$ cat config.mk
export PLATFORM = sky130hd
export DESIGN_NAME = lap_ram
export DESIGN_NICKNAME = d
export VERILOG_FILES = /design/src/hdl/lap_ram.sv
export SDC_FILE = /design/constraint.sdc
export NUM_CORES = 1
export LEC_CHECK = 0
export ABC_AREA = 0
export ABC_CLOCK_PERIOD_IN_PS = 1600
export BUFFER_PORTS_ARGS = -buffer_cell sky130_fd_sc_hd__buf_4
export CAP_MARGIN = 20
export CORE_MARGIN = 5
export CORE_UTILIZATION = 43
export CTS_CLUSTER_DIAMETER = 60
export CTS_CLUSTER_SIZE = 24
export DETAILED_ROUTE_END_ITERATION = 6
export GPL_TIMING_DRIVEN = 0
export SETUP_SLACK_MARGIN = 0.5
export SYNTH_ARGS = -nofsm -noshare
export SYNTH_HDL_FRONTEND = slang
export SYNTH_SLANG_ARGS = --single-unit
$ cat constraint.sdc
create_clock -name clk -period 1.6 [get_ports clk]
set_input_delay 0.16 -clock clk [delete_from_list [all_inputs] [get_ports clk]]
set_output_delay 0.16 -clock clk [all_outputs]
set_load 0.02 [all_outputs]
$ cat src/hdl/lap_ram.sv
// Generic simple dual-port RAM: one write port, one read port with registered data.
// Depends on nothing.
module lap_ram #(
  parameter int WIDTH = 8,
  parameter int DEPTH = 16
) (
  input  logic                     clk,
  input  logic                     we,
  input  logic [$clog2(DEPTH)-1:0] waddr,
  input  logic [WIDTH-1:0]         wdata,
  input  logic                     re,
  input  logic [$clog2(DEPTH)-1:0] raddr,
  output logic [WIDTH-1:0]         rdata
);

  logic [WIDTH-1:0] mem [DEPTH];

  always_ff @(posedge clk) begin
    if (we) begin
      mem[waddr] <= wdata;
    end
    if (re) begin
      rdata <= mem[raddr];
    end
  end

endmodule

Word level (Yosys, flattened, before mapping). Memories as Yosys holds them, arrays and structs flattened. A register that Yosys moved wholly into a read port is not among the register bits. Cells that the tools add are included.

Register bits: 0. RAM bits: 128. Input bits: 19. Output and inout bits: 8. Word-level logic and storage cells: 3. Memories: 1.

Memories: mem (words 16, bits a word 8, rd ports 1, clocked after memory_dff 1, write ports 1, RTL line 16) `logic [WIDTH-1:0] mem [DEPTH];`.

Multiplexer cells: 2.

Operator list (count): 1-bit two-way mux (2).

Longest topological paths before layout.
Word-level depth: 2. Gate-level depth with buffers: 5. Depth with buffers taken out: 3.

Least setup slack after synthesis. OpenSTA, ideal clock, no wires.

Kind: input to register. Start: input waddr[2]. End: memory mem[0][0], enable pin. Library setup time: 0.383 ns. Data arrival time: 1.270 ns. Required time: 1.217 ns. Setup slack: -0.053 ns. Stages on the path: 2. Buffers on the path: 0. Path through: or3b_2 nor3_1.

RTL lines: start: declaration (RTL line 9) `input logic [$clog2(DEPTH)-1:0] waddr,`; end: declaration (RTL line 16).

No word-level cell before the write port.

==> flow_summary_export.csv <==
group,metric,value,unit
grt,grt_use_total,0.151,
timing,finClkSkew,0.00709,ns
die,rows,40,
synthesis,synth_area_leaders,"edfxtp_1, mux4_2, mux4_1, a22oi_1, nor2_1",
timing,tightest_slew,0.836,ns
synthesis,yosysUniqueCellTypes,18,
run,drv_cap,0,
cts,cts_max_path_buffers,2,
worst_setup_path,critPathMaxStageDelay,0.48,ns
outcome,status,"finished, final reports clean",
grt,grt_max_degree,17,
worst_setup_path,crit_arrival,1.61,ns
grt,grt_use_met2,0.257,
timing,max_slew_margin,0.440,
grt,grt_pass1_vias,2635,
worst_setup_path,endpoint_kind,"flip-flop",
cts,clk_latency,0.41,ns
drt,dr_total_vias,2414,
grt,grt_antenna_before_repair,0,
timing,rsz0062_at_grt,"yes",
cts,clk_pin_slew,0.05,ns
die,io_pins,27,
power,powerDensity,1300,nW/um2
cts,cts_buffers,17,
layout,drive_above_1_share,0.408,
synthesis,avgSynthCellArea,22.8,um2
place,gp_congestion,0.773,
die,fp.coreArea,12000,um2
timing,timing.hold.ws,0.0538,ns
grt,met1_usage,0.183,
drt,wl,9970,um
layout,num_antenna_cells,0,
synthesis,synth_edf_count,136,
synthesis,synth_seq_area_share,0.781,
power,ir_worst_vdd,0.000739,V
layout,final_nets,294,
place,portBuffers,25,
synthesis,synth_ff_type,"edfxtp_1",
layout,syn_to_final_growth,21.7,%
synthesis,synth_most_common_cell,"edfxtp_1",
synthesis,synthesis.nets,248,
timing,finalCritPeriodShare,0.914,
drt,ant_nets,0,
worst_setup_path,critical-path-slowest-cell,"mux4_2",
worst_setup_path,cp_cell_sequence,"mux4_2 > a22oi_2 > nand2_2",
place,placed_cell_area,5660,um2
cts,cts_root_buf,"clkbuf_16",
timing,setup_viol,0,
layout,stdcell_area,6360,um2
die,die_h,120,um
timing,hold_viol,0,
power,leakage,0.00205,uW
place,place_ws,-0.0982,ns
cts,hold_buffers,0,
worst_setup_path,start_kind,"flip-flop",
power,power.total,8250,uW
grt,met3_usage,0.0398,
die,start_util,0.437,
die,die-width,120,um
timing,min_period,1.46,ns
synthesis,yosysWarningCount,0,
drt,post_drt_via_cell_ratio,5.56,
die,dieArea,14500,um2
synthesis,synth_seq_cells,136,
cts,htree_num_levels,4,
place,dp_hpwl,6360,um
timing,clock.fmax,683,MHz
grt,grt_pass1_wl,15500,um
drt,dr.pass1.iters,4,
cts,cts_tree,"built",
grt,grt_overflow,0,
synthesis,synthArstFlopShare,0,
worst_setup_path,worstPathRequired,1.75,ns
cts,cts_num_sinks,136,
worst_setup_path,crit_fanout,1,
drt,post_drt_wl_per_cell,23.0,um
timing,slew_viol_final,0,
worst_setup_path,path_class,"reg -> reg",
worst_hold_path,hold_path_class,"in -> reg",
drt,dr.first_iter.drc_count,210,
synthesis,syn_inst,229,
synthesis,netlist.area_leader.share,0.781,
synthesis,synth_commonest_cells,"edfxtp_1, mux4_2, a22oi_1",
layout,final_util,0.532,
timing,finalWorstSetupSlack,0.137,ns
synthesis,netlist_area,5230,um2
grt,grt.busiest_layer,"met2",
synthesis,synth_top_area_cell,"edfxtp_1",
drt,drc,0,
==> placed cells by master, fill, tap and decap left out, drive strengths merged, types with 2 or more instances in the layout <==
master / instances
nor2: 13
bufinv: 3
buf: 34
mux4: 32
clkbuf: 18
nand2b: 2
a22oi: 16
nand2: 9
clkinv: 10
nor3: 4
edfxtp: 136
clkdlybuf4s25: 3
nand3b: 2
==> per-stage QoR <==
| step | setup TNS [ns] | instances |
|---|---|---|
| after floorplan | 0 | 229 |
| after global placement | -1.60 | 401 |
| after detailed placement | -1.63 | 401 |
| after CTS | 0 | 433 |
| after global routing | 0 | 434 |
| final | 0 | 434 |
==> final cells by class <==
type,count,area (um2)
clock buffers,18,429
clock inverters,13,136
fillers,904,5600
well taps,147,184
repair buffers,27,258
flip-flops and latches,136,4080
multi-input cells,83,1150
plain buffers,10,120
==> cells by family after synthesis <==
logic type             share of synthesized area
DFF                                        0.781
AOI/OAI and AO/OA                         0.0230
and+or+nand+nor                           0.0314
buffers and inverters                     0.0165
muxes                                      0.148
==> registers in the layout, summed over array words and instances (netlist names) <==
signal	flops
mem	128
rdata	8
==> what timing repair did <==
action                                  in CTS  in global routing
resized for setup                           16                  8
endpoints found under the setup margin      47                 58
endpoints found under the hold margin        0                  0
pin swaps                                    4                  4
buffers inserted                             1                  1
==> report_power, final <==
group	leakage, uW	switching (uW)	internal [uW]
registers	0.00124	21.2	4020
clock network	0.000278	1340	2400
logic	0.000538	259	213
==> critical path: cells and delay by family (launching register included) <==
| family | cells | cell delay [ns] |
|---|---|---|
| AND/OR/NAND/NOR | 1 | 0.10 |
| AO/OA/AOI/OAI | 1 | 0.25 |
| multiplexers | 1 | 0.48 |
| flip-flops | 1 | 0.37 |
==> metal layers <==
metal | part of all wire | up-vias
li1 | - | 1064
met4 | 0.021 | 0
met3 | 0.040 | 16
met5 | 0 | -
met2 | 0.54 | 61
met1 | 0.40 | 1273
==> worst paths after layout <==
kind	start	to	slack, ns	cells after the start
setup / recovery	mem[2][7]	rdata[7]	0.14	3
hold / removal	wdata[6]	mem[15][6]	0.05	1
setup reg to reg	mem[2][7]	rdata[7]	0.14	3
hold reg to reg	mem[14][0]	rdata[0]	0.77	3
No activity file was read; power rests on OpenSTA's default activity.
