### src/hdl/lap_pkg.sv
// Shared types, sizes and helpers for the 3x3 Laplacian RGB filter.
// No dependencies; lap_cell and the filter top level import this package.
package lap_pkg;

  localparam int MAX_WIDTH  = 2048;
  localparam int MAX_HEIGHT = 4096;
  localparam int COL_W      = $clog2(MAX_WIDTH);   // column counter / line address
  localparam int ROW_W      = $clog2(MAX_HEIGHT);  // row counter
  localparam int CFG_DATA_W = 13;                  // widest register (image_height)
  localparam int CFG_IDX_W  = 2;
  localparam int PIX_W      = 24;
  localparam int LINE_W     = 2 * PIX_W;           // upper and middle line share one word

  // Register indexes
  localparam logic [CFG_IDX_W-1:0] CFG_IMAGE_WIDTH  = 2'd0;
  localparam logic [CFG_IDX_W-1:0] CFG_IMAGE_HEIGHT = 2'd1;

  // Channel order inside a pixel: [2] red, [1] green, [0] blue
  typedef logic [2:0][7:0] pixel_t;
  typedef logic [2:0][9:0] col_sum_t;

  typedef struct packed {
    pixel_t top;
    pixel_t mid;
    pixel_t bot;
  } column_t;

  typedef struct packed {
    logic [7:0] in_red;
    logic [7:0] in_green;
    logic [7:0] in_blue;
  } in_req_t;

  typedef struct packed {
    logic [7:0] out_red;
    logic [7:0] out_green;
    logic [7:0] out_blue;
    logic       frame_last;
  } out_req_t;

  function automatic logic [7:0] lap_clamp(input logic signed [12:0] acc);
    logic [7:0] res;
    if (acc <= 13'sd0) begin
      res = 8'd0;
    end else if (acc >= 13'sd255) begin
      res = 8'd255;
    end else begin
      res = acc[7:0];
    end
    return res;
  endfunction

endpackage

### src/hdl/lap_cell.sv
// One window column cell: holds three vertically stacked pixels and hands them on.
// Depends on lap_pkg.
module lap_cell
  import lap_pkg::*;
(
  input  logic     clk,
  input  logic     shift,
  input  column_t  col_in,
  output column_t  col_out,
  output col_sum_t col_sum
);

  column_t col;

  always_ff @(posedge clk) begin
    if (shift) begin
      col <= col_in;
    end
  end

  assign col_out = col;

  // per-channel sum of the three pixels, max 765
  always_comb begin
    for (int ch = 0; ch < 3; ch++) begin
      col_sum[ch] = 10'({2'b00, col.top[ch]}) + 10'({2'b00, col.mid[ch]})
                  + 10'({2'b00, col.bot[ch]});
    end
  end

endmodule

### config.mk
export PLATFORM = sky130hd
export DESIGN_NAME = lap_cell
export DESIGN_NICKNAME = d
export VERILOG_FILES = /design/src/hdl/lap_pkg.sv /design/src/hdl/lap_cell.sv
export SDC_FILE = /design/constraint.sdc
export NUM_CORES = 1
export LEC_CHECK = 0
export BUFFER_PORTS_ARGS = -buffer_cell sky130_fd_sc_hd__buf_2
export CAP_MARGIN = 20
export CORE_AREA = 2 2 89 91
export DETAILED_ROUTE_END_ITERATION = 8
export DIE_AREA = 0 0 91 93
export PLACE_DENSITY = 0.94
export SLEW_MARGIN = 20
export SYNTH_ARGS = -nofsm -noshare
export SYNTH_HDL_FRONTEND = slang
export SYNTH_SLANG_ARGS = --single-unit
### constraint.sdc
create_clock -name clk -period 4.3 [get_ports clk]
set_input_delay 0.215 -clock clk [delete_from_list [all_inputs] [get_ports clk]]
set_output_delay 0.215 -clock clk [all_outputs]
set_load 0.03 [all_outputs]
; ---- Word-level counts from Yosys, hierarchy flattened
; Cells that the tools add are included.
[op_classes]
addsub = 6
[op_table]
columns = op, count
row1 = $add 9x8->10, 3
row2 = $add 8x8->9, 3
[totals]
ff_bits = 72
elab_cells = 15

; ---- Longest topological paths before layout
; Gate-level depths: netlist (run 1).
[depth]
depth_word = 2
ltp_mapped = 10
ltp_nobuf = 10

; ---- Worst setup path before layout (run 1)
; OpenSTA, ideal clock, no wires.
[synth_timing]
path_kind = reg-to-output
startpoint = reg col, in the netlist col_out[9]
endpoint = out col_sum[19] (netlist name)
arrival_time_ns = 2.591
required_ns = 4.085
setup_slack_ns = 1.494
path_stages_with_launch = 7
n_path_buf = 0
cell_sequence = edfxtp_1 > fa_1 > ha_1 > fa_1 > a21oi_1 > o21a_1 > a221oi_1
[synth_rtl]
columns = element, line_no
row1 = from (decl), lap_cell.sv:13  ; column_t col;
row2 = from (signal assigned), lap_cell.sv:17  ; col <= col_in;
row3 = to (decl), lap_cell.sv:10  ; output col_sum_t col_sum

==> results.toml, run 1 <==
[sta]
maxSlewHeadroom_pct = 50.6
layout_worst_path_cycle_share_pct = 70.8
final-hold-violation-count = 0
timing.setup.tns_ns = 0
f_max_mhz = 328
grt_setup_unrepaired = "false"
worst_slew_pin_slew_ns = 0.741
report.final.setup_viol = 0
slew_viol_final = 0
min_period_ns = 3.04

[cells_and_area]
layout.core_utilization_pct = 63.5
final_cell_mix = "sky130_fd_sc_hd__buf_2 (175), sky130_fd_sc_hd__edfxtp_1 (72), sky130_fd_sc_hd__inv_1 (34), sky130_fd_sc_hd__fa_1 (27), sky130_fd_sc_hd__ha_1 (21)"
share_of_post_route_cells_with_drive_strength_above_1_pct = 44.6
layout_commonest_cell = "sky130_fd_sc_hd__buf_2"
final_nets = 546
filler_cell_count = 608
largest_register_ffs = 72
layout-area-overhead-vs-synth_pct = 32.2
num_antenna_cells = 0
fin_area_um2 = 4780

[yosys]
cell_count_after_synthesis = 237
number_of_enable_flip_flop_cells_after_synthesis = 72
number_of_flip_flops_and_latches_in_the_synthesized_netlist = 72
syn_area_per_cell_um2 = 15.2
async_flop_share_pct = 0
ys_warn_count = 0
synth_top_flop_cell = "sky130_fd_sc_hd__edfxtp_1"
syn_area_um2 = 3610
synth_cell_type_count = 23
synth.yosys.seq_area_share_pct = 59.8
syn-num-nets = 359

[hold_path]
hold_path_class = "input port to flop"

[cts]
number_of_buffers_created_by_cts = 9
cts_resized = 0
number_of_buffers_between_clock_root_and_the_deepest_sink = 2
path_clk_slew_ns = 0.08
clock_sink_count = 72
post_cts_setup_repair_buffer_count = 0
cts_hold_buf = 0
ctsHtreeMaxLevel = 3
tritoncts = "built"
cts-root-buf = "sky130_fd_sc_hd__clkbuf_8"

[grt]
number_of_global_route_vias_before_repair = 2729
wire_length_of_the_first_global_routing_pass_um = 12700
global_route.usage.total_pct = 19.2
grt_start_max_net_pins = 40
antenna_found_initial = 0
globalRouteOverflowTotal = 0

[flow_run]
timing.max_cap.violations = 0

[setup_path]
crit_type = "flop to output port"
timing.critical_path.cells = "fa_1 > ha_1 > inv_1 > fa_1 > nor2b_4 > o31a_1 > or4_1 > nand3_1 > buf_2"
cpLargestDelayFamily = "adder cells"
critical_path_buffers_and_inverters = 2
setup.worst_path.start_class = "flop"
max_fo_critical_path = 4
worstPathRequired_ns = 4.09
arrival_ns = 2.83
timing.critical_path.to_type = "output port"
cp_common_cell = "sky130_fd_sc_hd__fa_1"
critical_path.slowest_cell = "sky130_fd_sc_hd__fa_1"
cpPeakStageDelay_ns = 0.51

[place]
placer_congestion = 0.852
count_of_buffers_inserted_at_the_top_level_ports = 175
detailedPlacementHpwl_um = 6490
placed_cell_area_um2 = 4620

[power]
power-per-cell-area_nw_per_um2 = 521
power.leakage_nw = 2.18
vdd_ir_drop_max_mv = 0.254

[route]
initialDrtViolationCount = 86
routedWlPerCell_um = 14.9
route.antenna.remaining_nets = 0
drt-pass1-iter-count = 6
detail_route.drc_violations = 0
dr_total_vias = 2546
vias_per_cell = 4.80
wl_um = 7900

[floorplanning]
design.die.area_um2 = 8460
die_height_um = 93
fp.dieW_um = 91
effective_utilization_at_floorplan_pct = 48.0
io_pins = 176
core.rowCount = 32
core_region_area_um2 = 7530

[status]
result_of_the_run = "complete, no violations"
## logic make-up (layout without fill, tap and decap cells)
group	count (synthesis)	after routing	synth area share [%]
AO/OA/AOI/OAI	40	40	6.68
XOR/XNOR	16	16	3.88
adder cells (fa/ha/maj)	48	48	22.2
buffers and inverters	34	225	3.53
flip-flops	72	72	59.8
AND/OR/NAND/NOR	27	27	3.84
## stage by stage
step,std cells,power (mW),hold WS (ns),worst slack (ns)
global route,530,2.64,0.0281,1.12
floorplan,237,1.75,0.314,1.49
finish,530,2.49,0.0484,1.26
global placement,515,2.04,0.391,1.67
detailed placement,515,2.08,0.393,1.57
CTS,530,2.51,0.0336,1.20
## metal layers
| metal | vias up | track usage [%] | routed length (um) |
|---|---|---|---|
| met5 | - | 0 | 0 |
| met1 | 1198 | 21.8 | 2980 |
| met3 | 20 | 4.51 | 528 |
| li1 | 1215 | - | - |
| met2 | 113 | 34.3 | 4160 |
| met4 | 0 | 9.47 | 238 |
## cells in the mapped netlist, types with 2 or more instances
library cell,number,area [um2]
sky130_fd_sc_hd__a21oi_1,19,95.1
sky130_fd_sc_hd__a221oi_1,2,17.5
sky130_fd_sc_hd__edfxtp_1,72,2160
sky130_fd_sc_hd__fa_1,27,541
sky130_fd_sc_hd__ha_1,21,263
sky130_fd_sc_hd__inv_1,34,128
sky130_fd_sc_hd__nand2_1,9,33.8
sky130_fd_sc_hd__nor2_1,4,15.0
sky130_fd_sc_hd__nor2b_1,3,18.8
sky130_fd_sc_hd__nor3_1,4,20.0
sky130_fd_sc_hd__nor4_1,2,12.5
sky130_fd_sc_hd__o211ai_1,7,52.6
sky130_fd_sc_hd__o21a_1,3,22.5
sky130_fd_sc_hd__o21ai_0,7,35.0
sky130_fd_sc_hd__xnor2_1,12,105
sky130_fd_sc_hd__xor2_1,4,35.0
## worst paths after layout
check,endpoint,slack [ns],depth (start not counted),from
worst min-delay path,col_out[49],0.05,1,col_in[49]
worst max-delay path,col_sum[27],1.26,9,col_out[17]
## report_power, final
part	switching [mW]	internal, mW
Clock	0.228	0.201
Combinational	0.793	0.392
Sequential	0.0391	0.837
Total	1.06	1.43
## area by class of cell
type                    count  area (um2)  area share, %
inverters                  34         128           2.67
clock inverters             5        25.0          0.524
repair buffers            176         883           18.5
flip-flops and latches     72        2160           45.3
clock buffers              10         128           2.67
well taps                 102         128           2.67
multi-input cells         131        1320           27.7
No activity file was read; power rests on OpenSTA's default activity.
==> run 2, diff against run 1 <==
ABC_AREA = 1   (was default)
CORE_AREA = 2 2 98 100   (was 2 2 89 91)
DIE_AREA = 0 0 100 102   (was 0 0 91 93)
PLACE_DENSITY = 0.86   (was 0.94)
clock period = 2.7 ns   (was 4.3 ns; I/O delays follow)
==> results.toml, run 2 <==
[yosys]
fraction_of_the_mapped_netlist_area_in_simple_logic_gates_pct = 12.4
synth_top_flop_cell = "sky130_fd_sc_hd__edfxtp_1"
synth_compound_area_share_pct = 1.33
syn_area_um2 = 3770
synth.yosys.seq_area_share_pct = 57.3
synthTopCellsByArea = "sky130_fd_sc_hd__edfxtp_1 (57%), sky130_fd_sc_hd__fa_1 (14%), sky130_fd_sc_hd__nand2_1 (7.2%), sky130_fd_sc_hd__ha_1 (7.0%), sky130_fd_sc_hd__inv_1 (5.6%)"
syn-num-nets = 422
number_of_enable_flip_flop_cells_after_synthesis = 72
synth_top_cell_by_area = "sky130_fd_sc_hd__edfxtp_1"
multiplexer_share_of_the_synthesized_area_pct = 0
async_flop_share_pct = 0
synth_largest_type_area_fraction_pct = 57.3
post_synthesis_adder_cell_area_fraction_pct = 21.3
syn_area_per_cell_um2 = 12.6
synth_top_cells_by_count = "sky130_fd_sc_hd__edfxtp_1 (72), sky130_fd_sc_hd__nand2_1 (72), sky130_fd_sc_hd__inv_1 (56)"
synth-xor-area-share_pct = 2.09
synth_cell_type_count = 18
synth_top_family_by_area = "adder cells"
number_of_flip_flops_and_latches_in_the_synthesized_netlist = 72
cell_count_after_synthesis = 300
ys_warn_count = 0

[setup_path]
crit_start = "col_out[49]"
setup.worst_path.start_class = "flop"
cpLargestDelayFamily = "adder cells"
max_fo_critical_path = 3
worstPathRequired_ns = 2.57
timing.critical_path.to_type = "output port"
cp_common_cell = "sky130_fd_sc_hd__nand2_1"
cpPeakStageDelay_ns = 0.50
crit_type = "flop to output port"
timing.critical_path.cells = "fa_1 > ha_2 > fa_2 > nand2_2 > nand2_2 > nand3b_1 > nand2_1 > nand2_1 > nand2_1 > buf_6"
critical_path_buffers_and_inverters = 1
critical_path.slowest_cell = "sky130_fd_sc_hd__fa_1"
arrival_ns = 2.48

[floorplanning]
core.rowCount = 35
core_region_area_um2 = 9110
io_pins = 176
design.die.area_um2 = 10200
die_height_um = 102
effective_utilization_at_floorplan_pct = 41.4
fp.dieW_um = 100

[route]
vias_per_cell = 4.60
detail_route.drc_violations = 0
drt-pass1-iter-count = 4
dr_total_vias = 3125
routedWlPerCell_um = 14.7
initialDrtViolationCount = 75
route.antenna.remaining_nets = 0
wl_um = 9970

[power]
seq_power_share_pct = 31.8
vdd_ir_drop_max_mv = 0.398
total_power_mw = 4.40
power.share.switching_pct = 41.1
power-per-cell-area_nw_per_um2 = 755
p_clk_share_pct = 20.9
net_load_switching_power_mw = 1.81
comb_power_share_pct = 47.3
internal-power_mw = 2.59
power.leakage_nw = 2.82

[grt]
wire_length_of_the_first_global_routing_pass_um = 15500
global_route.usage.total_pct = 19.7
globalRouteOverflowTotal = 0
number_of_global_route_vias_before_repair = 3360
grt_start_max_net_pins = 42
antenna_found_initial = 0

[hold_path]
worst_hold_path.endpoint = "col_out[15]"
min_delay_path_depth = 1
hold_path_class = "input port to flop"
hold_path.startpoint = "shift"

[sta]
f_max_mhz = 383
min_period_ns = 2.61
final-hold-violation-count = 0
report.final.setup_viol = 0
layout_worst_path_cycle_share_pct = 96.7
maxSlewHeadroom_pct = 49.3
slew_viol_final = 0
grt_setup_unrepaired = "true"
worst_slew_pin_slew_ns = 0.760
timing.final.ws_setup_ns = 0.0898

[cells_and_area]
final_cell_mix = "sky130_fd_sc_hd__buf_2 (168), sky130_fd_sc_hd__edfxtp_1 (72), sky130_fd_sc_hd__dlygate4sd3_1 (72), sky130_fd_sc_hd__nand2_1 (68), sky130_fd_sc_hd__inv_1 (56)"
largest_register_ffs = 72
num_antenna_cells = 0
final_nets = 686
share_of_post_route_cells_with_drive_strength_above_1_pct = 36.9
finalNonFillerCells = 680
layout.core_utilization_pct = 64.0
layout-area-overhead-vs-synth_pct = 54.5
layout_commonest_cell = "sky130_fd_sc_hd__buf_2"

[status]
result_of_the_run = "complete, no violations"

[cts]
path_clk_slew_ns = 0.08
tritoncts = "built"
ctsHtreeMaxLevel = 3
number_of_buffers_between_clock_root_and_the_deepest_sink = 2
clock_sink_count = 72
number_of_buffers_created_by_cts = 9
cts-root-buf = "sky130_fd_sc_hd__clkbuf_8"

[place]
count_of_buffers_inserted_at_the_top_level_ports = 175
instance_count_after_placement_with_tap_cells_included = 587
placer_congestion = 0.839
detailedPlacementHpwl_um = 6830
post_place_setup_slack_ns = 0.333

[flow_run]
timing.max_cap.violations = 0
==> run 2: cell types whose count changed after synthesis, sizes merged, moves of 7 or more <==
cell	before	now
a21oi	19	8
inv	34	56
nand2	9	72
nand3	1	13
o211ai	7	0
xnor2	12	5
==> run 2: worst max-delay path by stage <==
| stage | endpoint | cells after the start |
|---|---|---|
| 6_report | col_sum[7] | 10 |
| 5_1_grt | col_sum[7] | 10 |
| 4_1_cts | col_sum[7] | 9 |
| 3_5_place_dp | col_sum[17] | 10 |
| 3_3_place_gp | col_sum[15] | 8 |
| 2_1_floorplan | col_sum[25] | 7 |
==> run 2: power groups by stage <==
stage / Combinational, mW / Sequential, mW / Clock (mW)
6_report: 2.08 / 1.40 / 0.920
5_1_grt: 2.25 / 1.41 / 0.974
4_1_cts: 1.99 / 1.40 / 0.940
3_5_place_dp: 1.89 / 1.42 / 0
3_3_place_gp: 1.84 / 1.41 / 0
2_1_floorplan: 1.19 / 1.59 / 0
==> run 2: logic make-up after synthesis <==
logic type,Yosys count
buffers and inverters,56
AND/OR/NAND/NOR,105
AO/OA/AOI/OAI,10
flip-flops,72
XOR/XNOR,9
adder cells (fa/ha/maj),48
==> run 2: through the flow <==
step	area [um2]	TNS, ns	hold WS [ns]
global placement	4810	0	0.311
global route	5830	-0.0789	0.422
finish	5830	0	0.404
detailed placement	4810	0	0.313
floorplan	3770	0	0.234
CTS	5750	0	0.405
==> run 2: repair_timing <==
action	CTS	global route
pin swaps	1	8
resized for setup	3	21
gates cloned	0	0
hold endpoints to repair	72	0
hold buffers	72	0
endpoints found under the setup margin	3	8
buffers inserted	1	4
==> run 2: routing by layer <==
metal / global-route usage, % / part of all wire (%)
met2: 37.4 / 55
met1: 21.4 / 37
met5: 0 / 0
met3: 4.58 / 5.9
met4: 7.48 / 1.9
==> run 2: area by class of cell <==
cell class	instances	area (um2)
clock inverter	6	83.8
sequential	72	2160
timing repair buffer	253	1680
inverter	56	210
multi-input combinational	172	1430
tap	111	139
clock buffer	10	128
fill	699	3280
==> run 3, diff against run 2 <==
REMOVE_ABC_BUFFERS = 1   (was default)
SKIP_CTS_REPAIR_TIMING = 1   (was default)
==> results.toml, run 3 (synthesized netlist as in run 2, its figures left out) <==
[setup_path]
setup.worst_path.start_class = "flop"
cpPeakStageDelay_ns = 0.50
critical_path.slowest_cell = "sky130_fd_sc_hd__fa_1"
cp_common_cell = "sky130_fd_sc_hd__nand2_1"
arrival_ns = 2.50
timing.critical_path.to_type = "output port"
max_fo_critical_path = 3
worstPathRequired_ns = 2.57
cpLargestDelayFamily = "adder cells"
critical_path_buffers_and_inverters = 1
timing.critical_path.cells = "fa_1 > ha_2 > fa_2 > nand2_1 > nand2_2 > nand3b_4 > nand2_1 > nand2_1 > nand2_1 > buf_4"
crit_type = "flop to output port"

[grt]
globalRouteOverflowTotal = 0
wire_length_of_the_first_global_routing_pass_um = 13300
global_route.usage.total_pct = 16.8
grt_start_max_net_pins = 42
number_of_global_route_vias_before_repair = 2871
antenna_found_initial = 0

[power]
power.leakage_nw = 2.81
vdd_ir_drop_max_mv = 0.390
power-per-cell-area_nw_per_um2 = 754

[floorplanning]
io_pins = 176
die_height_um = 102
design.die.area_um2 = 10200
effective_utilization_at_floorplan_pct = 41.4
fp.dieW_um = 100
core.rowCount = 35
core_region_area_um2 = 9110

[sta]
report.final.setup_viol = 0
min_period_ns = 2.63
grt_setup_unrepaired = "true"
maxSlewHeadroom_pct = 50.6
worst_slew_pin_slew_ns = 0.742
slew_viol_final = 0
final-hold-violation-count = 0
layout_worst_path_cycle_share_pct = 97.5
fin_hold_ws_ns = 0.402
f_max_mhz = 380

[route]
detail_route.drc_violations = 0
dr_total_vias = 3138
route.antenna.remaining_nets = 0
initialDrtViolationCount = 77
wl_um = 9950
drt-pass1-iter-count = 4
routedWlPerCell_um = 14.7
vias_per_cell = 4.62

[place]
count_of_buffers_inserted_at_the_top_level_ports = 175
placed_cell_area_um2 = 4810
detailedPlacementHpwl_um = 6830
placer_congestion = 0.839
instance_count_after_placement_with_tap_cells_included = 587

[hold_path]
hold_path_class = "input port to flop"

[cts]
clock_sink_count = 72
cts-root-buf = "sky130_fd_sc_hd__clkbuf_8"
tritoncts = "built"
ctsHtreeMaxLevel = 3
path_clk_slew_ns = 0.07
number_of_buffers_created_by_cts = 9
number_of_buffers_between_clock_root_and_the_deepest_sink = 2

[status]
result_of_the_run = "complete, no violations"

[cells_and_area]
layout_commonest_cell = "sky130_fd_sc_hd__buf_2"
final_cell_mix = "sky130_fd_sc_hd__buf_2 (169), sky130_fd_sc_hd__edfxtp_1 (72), sky130_fd_sc_hd__dlygate4sd3_1 (72), sky130_fd_sc_hd__nand2_1 (68), sky130_fd_sc_hd__inv_1 (56)"
final_nets = 685
layout-area-overhead-vs-synth_pct = 54.2
share_of_post_route_cells_with_drive_strength_above_1_pct = 36.8
finalNonFillerCells = 679
num_antenna_cells = 0
filler_cell_count = 701
largest_register_ffs = 72
fin_area_um2 = 5820

[flow_run]
timing.max_cap.violations = 0
-- run 3: changes by cell type in the layout (fill, tap and decap cells not counted) --
cell,change
sky130_fd_sc_hd__buf_2,+1
sky130_fd_sc_hd__buf_4,-1
sky130_fd_sc_hd__clkbuf_4,-1
-- run 3: power breakdown --
part | switching, mW | total [mW] | internal [mW]
clock network | 0.404 | 0.920 | 0.516
registers | 0.0668 | 1.40 | 1.33
logic | 1.33 | 2.07 | 0.736
-- run 3: final timing paths --
| kind | startpoint | end | slack, ns | cells after the start |
|---|---|---|---|---|
| worst max-delay path | col_out[57] | col_sum[17] | 0.07 | 10 |
| worst min-delay path | shift | col_out[39] | 0.40 | 1 |
-- run 3: stage by stage --
step | worst slack (ns) | utilization, % | total power, mW | setup TNS, ns
after CTS | -0.0628 | 55.1 | 4.23 | -0.113
after global routing | -0.0641 | 63.9 | 4.63 | -0.170
after detailed placement | 0.333 | 52.8 | 3.31 | 0
final | 0.0679 | 63.9 | 4.39 | 0
after global placement | 0.424 | 52.8 | 3.25 | 0
after floorplan | 0.163 | - | 2.78 | 0
-- run 3: layer usage --
layer | vias up | wire, um | share of wire [%] | global-route usage (%)
li1 | 1503 | - | - | -
met1 | 1494 | 3630 | 36 | 19.6
met2 | 127 | 5560 | 56 | 30.4
met3 | 14 | 582 | 5.8 | 3.83
met4 | 0 | 181 | 1.8 | 6.01
met5 | - | 0 | 0 | 0
-- run 3: area by class of cell --
cell class / count / area [um2] / share of cell area [%]
flip-flops and latches: 72 / 2160 / 37.2
well taps: 111 / 139 / 2.39
clock inverters: 6 / 83.8 / 1.44
clock buffers: 10 / 128 / 2.19
multi-input cells: 172 / 1430 / 24.5
inverters: 56 / 210 / 3.61
repair buffers: 252 / 1670 / 28.7
